### config.mk
export PLATFORM = sky130hd
export DESIGN_NAME = hex_record_parser
export DESIGN_NICKNAME = d
export VERILOG_FILES = /design/src/rtl/hrp_pkg.sv /design/src/rtl/hrp_core.sv /design/src/rtl/hex_record_parser.sv
export SDC_FILE = /design/constraint.sdc
export NUM_CORES = 1
export LEC_CHECK = 0
export BUFFER_PORTS_ARGS = -buffer_cell sky130_fd_sc_hd__buf_2
export CAP_MARGIN = 20
export CORE_UTILIZATION = 50
export DETAILED_ROUTE_END_ITERATION = 12
export MAX_ROUTING_LAYER = met4
export PLACE_DENSITY = 0.72
export SLEW_MARGIN = 20
export SYNTH_ARGS = -nofsm -noshare
export SYNTH_HDL_FRONTEND = slang
export SYNTH_SLANG_ARGS = --single-unit
### constraint.sdc
create_clock -name clk -period 3.35 [get_ports clk]
set_clock_uncertainty 0.05 [all_clocks]
set_input_delay 0.1675 -clock clk [delete_from_list [all_inputs] [get_ports clk]]
set_output_delay 0.1675 -clock clk [all_outputs]
set_load 0.005 [all_outputs]
### src/rtl/hrp_pkg.sv
package hrp_pkg;

  localparam int AddrWidth = 17;

  localparam logic [7:0] CharColon = 8'd58;
  localparam logic [7:0] CharLf    = 8'd10;
  localparam logic [7:0] CharCr    = 8'd13;

  localparam logic [7:0] RecData = 8'h00;
  localparam logic [7:0] RecEof  = 8'h01;

  typedef enum logic {
    KindData = 1'b0,
    KindEnd  = 1'b1
  } kind_t;

  typedef struct packed {
    logic                 valid;
    kind_t                kind;
    logic [AddrWidth-1:0] byte_address;
    logic [7:0]           data_byte;
  } result_t;

endpackage

### src/rtl/hrp_core.sv
module hrp_core #(
  parameter int MAX_RECORD_BYTES = 16
) (
  input  logic             clk,
  input  logic             rst,
  input  logic             step_en,
  input  logic [7:0]       char_in,
  output hrp_pkg::result_t res
);

  localparam logic [5:0] PosMax    = 6'd63;
  localparam logic [5:0] PosLength = 6'd2;
  localparam logic [5:0] PosAddrHi = 6'd4;
  localparam logic [5:0] PosAddrLo = 6'd6;
  localparam logic [5:0] PosType   = 6'd8;
  localparam logic [5:0] PosData   = 6'd10;
  localparam logic [7:0] MaxBytes  = 8'(MAX_RECORD_BYTES);

  logic [5:0]  char_position, char_position_next;
  logic        line_active, line_active_next;
  logic [3:0]  pending_nibble, pending_nibble_next;
  logic [7:0]  record_length, record_length_next;
  logic [15:0] record_address, record_address_next;
  logic [7:0]  record_type, record_type_next;
  logic        finished, finished_next;

  logic [3:0]  nib;
  logic [7:0]  pair_byte;
  logic [5:0]  pos_off;
  logic [4:0]  idx;

  function automatic logic [3:0] nibble_of(input logic [7:0] c);
    logic [3:0] n;
    begin
      n = 4'd0;
      if (c >= 8'd48 && c <= 8'd57) begin
        n = 4'(c - 8'd48);
      end else if (c >= 8'd97 && c <= 8'd102) begin
        n = 4'(c - 8'd87);
      end else if (c >= 8'd65 && c <= 8'd70) begin
        n = 4'(c - 8'd55);
      end
      return n;
    end
  endfunction

  assign nib       = nibble_of(char_in);
  assign pair_byte = {pending_nibble, nib};
  assign pos_off   = char_position - PosData;
  assign idx       = pos_off[5:1];

  always_comb begin
    char_position_next  = char_position;
    line_active_next    = line_active;
    pending_nibble_next = pending_nibble;
    record_length_next  = record_length;
    record_address_next = record_address;
    record_type_next    = record_type;
    finished_next       = finished;
    res                 = '0;
    if (step_en && !finished) begin
      if (char_in == hrp_pkg::CharCr || char_in == hrp_pkg::CharLf) begin
        line_active_next   = 1'b0;
        char_position_next = 6'd0;
      end else if (!line_active) begin
        if (char_position == 6'd0) begin
          line_active_next   = (char_in == hrp_pkg::CharColon);
          char_position_next = 6'd1;
        end
      end else begin
        if (char_position[0]) begin
          pending_nibble_next = nib;
        end else begin
          case (char_position)
            PosLength: record_length_next = pair_byte;
            PosAddrHi: record_address_next = {pair_byte, record_address[7:0]};
            PosAddrLo: record_address_next = {record_address[15:8], pair_byte};
            PosType: begin
              record_type_next = pair_byte;
              if (pair_byte == hrp_pkg::RecEof) begin
                finished_next = 1'b1;
                res.valid     = 1'b1;
                res.kind      = hrp_pkg::KindEnd;
              end
            end
            default: begin
              if (char_position >= PosData && record_type == hrp_pkg::RecData &&
                  {3'b000, idx} < record_length && {3'b000, idx} < MaxBytes) begin
                res.valid        = 1'b1;
                res.kind         = hrp_pkg::KindData;
                res.byte_address = {1'b0, record_address} + hrp_pkg::AddrWidth'(idx);
                res.data_byte    = pair_byte;
              end
            end
          endcase
        end
        if (char_position != PosMax) begin
          char_position_next = char_position + 6'd1;
        end
      end
    end
  end

  always_ff @(posedge clk) begin
    if (rst) begin
      char_position  <= '0;
      line_active    <= 1'b0;
      pending_nibble <= '0;
      record_length  <= '0;
      record_address <= '0;
      record_type    <= '0;
      finished       <= 1'b0;
    end else begin
      char_position  <= char_position_next;
      line_active    <= line_active_next;
      pending_nibble <= pending_nibble_next;
      record_length  <= record_length_next;
      record_address <= record_address_next;
      record_type    <= record_type_next;
      finished       <= finished_next;
    end
  end

  a_finished_sticks: assert property (@(posedge clk) disable iff (rst)
    finished |=> finished)
    else $error("end state left without reset");

  a_result_needs_step: assert property (@(posedge clk) disable iff (rst)
    res.valid |-> (step_en && !finished))
    else $error("result without a live character");

  a_end_sets_finished: assert property (@(posedge clk) disable iff (rst)
    (res.valid && res.kind == hrp_pkg::KindEnd) |=> finished)
    else $error("end record did not stop the parser");

  a_idle_line_position: assert property (@(posedge clk) disable iff (rst)
    !line_active |-> char_position <= 6'd1)
    else $error("position advanced on an inactive line");

endmodule

### src/rtl/hex_record_parser.sv
// Intel HEX record parser: takes one text character per transfer and returns one
// transfer per decoded data byte (kind 0, with record address plus byte index)
// and one end transfer (kind 1) for the end-of-file record, after which input is
// swallowed until reset. A character is accepted every cycle while results are
// taken; a result leaves through an input register and a result register, and
// the record state update keeps pace with that rate. Non-hex digits read as zero
// and the checksum is not verified.
module hex_record_parser #(
  parameter int MAX_RECORD_BYTES = 16
) (
  input  logic                          clk,
  input  logic                          rst,
  input  logic                          char_valid,
  output logic                          char_stall,
  input  logic [7:0]                    char_code,
  output logic                          result_valid,
  input  logic                          result_stall,
  output logic                          kind,
  output logic [hrp_pkg::AddrWidth-1:0] byte_address,
  output logic [7:0]                    data_byte
);

  logic             s1_valid;
  logic [7:0]       s1_char;
  logic             out_free;
  logic             s1_adv;
  hrp_pkg::result_t res;

  assign out_free   = !result_valid || !result_stall;
  assign s1_adv     = s1_valid && out_free;
  assign char_stall = s1_valid && !out_free;

  hrp_core #(
    .MAX_RECORD_BYTES(MAX_RECORD_BYTES)
  ) u_core (
    .clk    (clk),
    .rst    (rst),
    .step_en(s1_adv),
    .char_in(s1_char),
    .res    (res)
  );

  always_ff @(posedge clk) begin
    if (rst) begin
      s1_valid     <= 1'b0;
      result_valid <= 1'b0;
    end else begin
      if (char_valid && !char_stall) begin
        s1_valid <= 1'b1;
      end else if (s1_adv) begin
        s1_valid <= 1'b0;
      end
      if (s1_adv) begin
        result_valid <= res.valid;
      end else if (result_valid && !result_stall) begin
        result_valid <= 1'b0;
      end
    end
  end

  always_ff @(posedge clk) begin
    if (char_valid && !char_stall) begin
      s1_char <= char_code;
    end
    if (s1_adv && res.valid) begin
      kind         <= res.kind;
      byte_address <= res.byte_address;
      data_byte    <= res.data_byte;
    end
  end

endmodule
==> metrics.cfg, run 1 <==
[run_status]
status=finished, final reports clean

[yosys]
yosys.area_share.simple_pct=18.7
yosysWarnings=0
ys_ff_latch=80
synth_top_family_by_area=simple AND/OR/NAND/NOR gates
syn_area_per_cell_um2=10.3
synth_compound_area_share_pct=11.4
syn_nets=416
synth_xor_xnor_area_share_pct=2.21
synth_area_leaders=edfxtp_1 (26%), dfxtp_1 (23%), mux2i_1 (7.1%), nor2_1 (5.9%), ha_1 (5.7%)
synth_top_area_share_pct=25.8
synth-adder-area-share_pct=6.19
syn-instance-count=385
synth_mux_area_share_pct=8.09
ys_types=52
synth_area_um2=3960
ys_seq_area_share_pct=49.1
yosysTopAreaCell=edfxtp_1

[sta]
period_share_pct=90.0
finalMaxSlewViolations=0
final.setup.tns_ns=0
hold_viol_final=0
setup_viol=0
slew_headroom_pct=47.0
rsz0062_at_grt=no
period_needed_ns=3.02
worst_pin_slew_ns=0.795
timing.fmax_mhz=332

[routing]
drtIter0Drc=119
drt-vias-per-instance=5.49
drc=0
ant_nets=0
wl_per_cell_um=14.9
wl_um=8030
num_vias=2964
firstDrtPassIters=4

[min_path]
min_path_type=in2reg
hp-start=result_stall
hold_path_depth=3
hold_end=result_valid

[critical_path]
crit_path_start_kind=register
reg2regPathDepth=12
reg2reg_from=u_core.char_position[1]
timing.rr.end=byte_address[16]
arrival_ns=3.15
required_ns=3.49
rrSetupSlack_ns=0.33
worstSetupPathType=reg2reg
end_kind=register
cp_max_fo=26

[run]
max-cap-violations=0

[cells_and_area]
mostFrequentLayoutCell=nor2_1
layout-drive-gt1-share_pct=18.0
areaGrowthSynthToFinish_pct=15.0
final_cell_mix=nor2_1 (62), dfxtp_1 (46), buf_2 (39)
nFillCells=651
num_antenna_cells=0
ff_latch_area_um2=1940
multi_input_area_um2=1860
fin_util_pct=59.2
nets=464

[grt]
antenna_found_initial=0
grt_pass1_wl_um=13500
grt_usage_pct=21.5
grt-ovfl-total=0
grt_max_degree=44
grt_pass1_vias=2871

[clocking]
cts_buffers=9
cts_tree=yes
post_cts_buffers=0
cts_resized=0
clockBufferDepth=2
htree_num_levels=3
clock_latency_ns=0.36
numClockSinks=80
cts.clk_slew.worst_paths_ns=0.09
cts_root_buf=clkbuf_8

[pwr]
power_density_nw_per_um2=407
p_leak_nw=1.71
ir_worst_vdd_mv=0.261

[placement]
place_congestion=0.848
dp_hpwl_um=5480
numPortBuffers=39

[die]
die_h_um=91.0
start_util_pct=51.5
die-area_um2=8280
fp-row-count=32
die-width_um=91.0
coreArea_um2=7690
num_io_pins=40

-- registers in the layout, summed over array words and instances, names as in the netlist, 4 cells and up --
name	cells
u_core.pending_nibble	4
data_byte	8
u_core.char_position	6
u_core.record_type	8
u_core.record_address	16
byte_address	17
s1_char	8
u_core.record_length	8
-- metrics by stage --
stage,worst slack (ns),total power [mW],instance area (µm²),instances,hold WS [ns]
floorplan,0.146,1.10,3970,385,0.216
global placement,0.426,1.12,4260,515,0.294
detailed placement,0.336,1.12,4260,515,0.296
CTS,0.330,1.87,4550,540,0.133
global route,0.127,1.92,4550,540,0.175
finish,0.334,1.85,4550,540,0.164
-- worst max path at each step --
stage	slack, ns	endpoint	cells past startpoint	start
floorplan	0.15	byte_address[0]	14	u_core.char_position[2]
global placement	0.43	byte_address[16]	12	u_core.char_position[1]
detailed placement	0.34	byte_address[16]	12	u_core.char_position[1]
CTS	0.33	byte_address[16]	12	u_core.char_position[1]
global route	0.13	byte_address[16]	12	u_core.char_position[1]
finish	0.33	byte_address[16]	12	u_core.char_position[1]
-- synth_stat cells (all sizes together) --
library cell  count
ha               18
and2              1
a31oi             2
xnor2             2
xor2              8
or2               1
a21oi            18
and4              1
nand2            15
a311o             1
a211oi           12
o21ai            12
or4               3
o31ai             2
nand2b            1
or4b              2
nor4              7
nand3            11
edfxtp           34
nor4b             1
nor2             62
inv              22
o21bai            3
nor3b             1
o211ai            1
a22o              1
nor4bb            1
nor2b             6
mux2i            29
nor3              9
o31a              1
and3              4
a311oi            2
buf               7
mux2              2
dfxtp            46
a21o              5
or3              10
nand4             6
clkbuf           10
a21boi            1
fa                1
o2111ai           3
-- cell families (layout without fill, tap and decap cells) --
logic type,after synthesis,in the layout
mux,31,31
simple gates,142,142
xor+xnor,10,10
flops,80,80
compound gates,64,64
fa+ha+maj,19,19
buf+inv,39,92
-- worst max-delay path, cell delays in order, from the launching register on --
cell,delay (ns)
dfxtp_1,0.31
inv_1,0.09
ha_1,0.20
nor2b_1,0.07
or3_1,0.30
nand2_1,0.12
ha_1,0.26
a21o_1,0.18
nand2_1,0.06
o2111ai_1,0.10
or4b_1,0.58
buf_4,0.26
nor4_2,0.27
-- report_power, final --
| part | switching (mW) | internal [mW] |
|---|---|---|
| Sequential | 0.0146 | 1.02 |
| Clock | 0.387 | 0.359 |
| Combinational | 0.0422 | 0.0318 |
-- layer usage --
layer / global-route usage [%] / share of wire [%]
met5: - / 0
met4: 7.54 / 1.5
met3: 3.52 / 4.6
met2: 37.3 / 50
met1: 25.3 / 44
-- final cells by class --
| cell class | count | area share, % |
|---|---|---|
| Tap cell | 102 | 2.80 |
| Multi-Input combinational cell | 266 | 40.9 |
| Inverter | 22 | 1.81 |
| Clock inverter | 7 | 1.84 |
| Sequential cell | 80 | 42.6 |
| Clock buffer | 9 | 2.72 |
| Timing Repair Buffer | 54 | 7.25 |
-- what timing repair did --
action / CTS / global route
hold endpoints to repair: 9 / 0
hold buffers: 9 / 0
endpoints found under the setup margin: 0 / 0
(Power assumes the default switching activity.)
==> inputs of run 2 (changes only) <==
--- a/config.mk
+++ b/config.mk
@@ -7,6 +7,7 @@
 export LEC_CHECK = 0
 export BUFFER_PORTS_ARGS = -buffer_cell sky130_fd_sc_hd__buf_2
 export CAP_MARGIN = 20
+export CORE_MARGIN = 5
 export CORE_UTILIZATION = 50
 export DETAILED_ROUTE_END_ITERATION = 12
 export MAX_ROUTING_LAYER = met4
==> metrics.cfg, run 2 (synthesized netlist as in run 1, its figures left out) <==
[critical_path]
required_ns=3.49  ; about the same
end_kind=register
arrival_ns=3.18  ; +0.03 ns
crit_start=u_core.char_position[1]
cp_cell_sequence=inv_1 -> ha_1 -> nor2b_1 -> or3_1 -> nand2_1 -> ha_1 -> a21o_1 -> nand2_1 -> o2111ai_1 -> or4b_1 -> buf_4 -> nor4_2
reg2reg_from=u_core.char_position[1]
worstSetupPathType=reg2reg
slowest_stage=or4b_1
max_stage_delay_ns=0.59  ; about the same
crit_path_start_kind=register
cp_max_fo=26  ; unchanged

[cells_and_area]
top_register=byte_address
nFillCells=666  ; +2.3%
areaGrowthSynthToFinish_pct=15.3
ff_latch_area_um2=1940  ; unchanged
fin_util_pct=59.1  ; -0.16 points
layout-drive-gt1-share_pct=18.2  ; +0.19 points
nets=465  ; +0.22%
largest_register_ffs=17  ; unchanged
multi_input_area_um2=1860  ; unchanged
final_cell_mix=nor2_1 (62), dfxtp_1 (46), buf_2 (39)
num_antenna_cells=0  ; unchanged
mostFrequentLayoutCell=nor2_1
reg_top3=byte_address x17, u_core.record_address x16

[routing]
drc=0  ; unchanged
wl_um=8270  ; +3.0%
num_vias=2954  ; -0.34%
drtIter0Drc=167  ; +40%
ant_nets=0  ; unchanged
drt-vias-per-instance=5.46  ; -0.52%
firstDrtPassIters=4  ; unchanged
wl_per_cell_um=15.3  ; +2.8%

[grt]
antenna_found_initial=0  ; unchanged
grt_max_degree=44  ; unchanged
grt_pass1_vias=2897  ; +0.91%
grt_usage_pct=18.0  ; -3.5 points
grt-ovfl-total=0  ; unchanged
grt_pass1_wl_um=13600  ; +0.87%

[placement]
numPortBuffers=39  ; unchanged
dp_hpwl_um=5720  ; +4.4%
place_congestion=0.907  ; +7.1%

[die]
die-area_um2=9800  ; +18%
die_h_um=99.0  ; +8.8%
fp-row-count=32  ; unchanged
num_io_pins=40  ; unchanged
die-width_um=99.0  ; +8.8%
coreArea_um2=7730  ; +0.52%
start_util_pct=51.2  ; -0.27 points

[clocking]
cts_buffers=9  ; unchanged
htree_num_levels=3  ; unchanged
numClockSinks=80  ; unchanged
cts.clk_slew.worst_paths_ns=0.09  ; about the same
cts_root_buf=clkbuf_8
clockBufferDepth=2  ; unchanged
clock_latency_ns=0.36  ; about the same
post_cts_buffers=0  ; unchanged
cts_tree=yes

[sta]
slew_headroom_pct=47.0  ; about the same
setup_viol=0  ; unchanged
period_needed_ns=3.04  ; +0.0266 ns
hold_viol_final=0  ; unchanged
timing.fmax_mhz=329  ; -0.87%
final.setup.tns_ns=0  ; unchanged
finalMaxSlewViolations=0  ; unchanged
worst_pin_slew_ns=0.796  ; +0.000618 ns
rsz0062_at_grt=no
period_share_pct=90.8  ; +0.79 points

[min_path]
min_path_type=in2reg
hp-start=result_stall

[run_status]
status=finished, final reports clean

[run]
max-cap-violations=0  ; unchanged

[pwr]
p_leak_nw=1.71  ; +0.14%
ir_worst_vdd_mv=0.273  ; +4.7%
power_density_nw_per_um2=407  ; -0.11%

[run 2: worst paths after layout]
path                            cells after the start                       to  slack, ns
worst min register to register                      2  u_core.record_length[4]       0.46
worst max-delay path                               12         byte_address[16]       0.31
worst max register to register                     12         byte_address[16]       0.31
worst min-delay path                                3             result_valid       0.13
[run 2: where the power goes]
| part | internal [mW] | switching (mW) | total [mW] |
|---|---|---|---|
| clock network | 0.358 | 0.390 | 0.748 |
| registers | 1.02 | 0.0144 | 1.03 |
| logic | 0.0317 | 0.0422 | 0.0740 |
| total | 1.41 | 0.447 | 1.86 |
[run 2: through the flow]
step	instance area [µm²]	hold WS [ns]	std cells	setup WS [ns]	total power [mW]
2_1_floorplan	3970	0.216	385	0.146	1.10
3_3_place_gp	4260	0.294	516	0.428	1.12
3_5_place_dp	4260	0.296	516	0.343	1.12
4_1_cts	4560	0.115	541	0.291	1.87
5_1_grt	4560	0.156	541	0.0853	1.92
6_report	4560	0.132	541	0.307	1.86
[run 2: timing repair]
action,CTS,global route
hold buffers,9,0
endpoints found under the hold margin,9,0
resized for setup,0,0
[run 2: area by class of cell]
class	instances	share of cell area (%)
repair buffers	55	7.40
inverters	22	1.81
flip-flops and latches	80	42.5
clock inverters	7	1.92
well taps	102	2.80
multi-input cells	266	40.8
clock buffers	9	2.71
[run 2: critical path: cells and delay by family (launching register included)]
kind / cells / cell delay [ns]
adders and majority gates: 2 / 0.46
DFF: 1 / 0.32
and+or+nand+nor: 6 / 1.38
buffers and inverters: 2 / 0.36
AOI/OAI and AO/OA: 2 / 0.29
[run 2: per-layer routing]
layer | GRT usage (%) | up-vias | share of wire (%)
met5 | - | - | 0
met4 | 7.67 | 0 | 2.2
met3 | 3.61 | 19 | 5.1
met2 | 30.1 | 82 | 50
met1 | 21.0 | 1369 | 43
li1 | - | 1484 | -
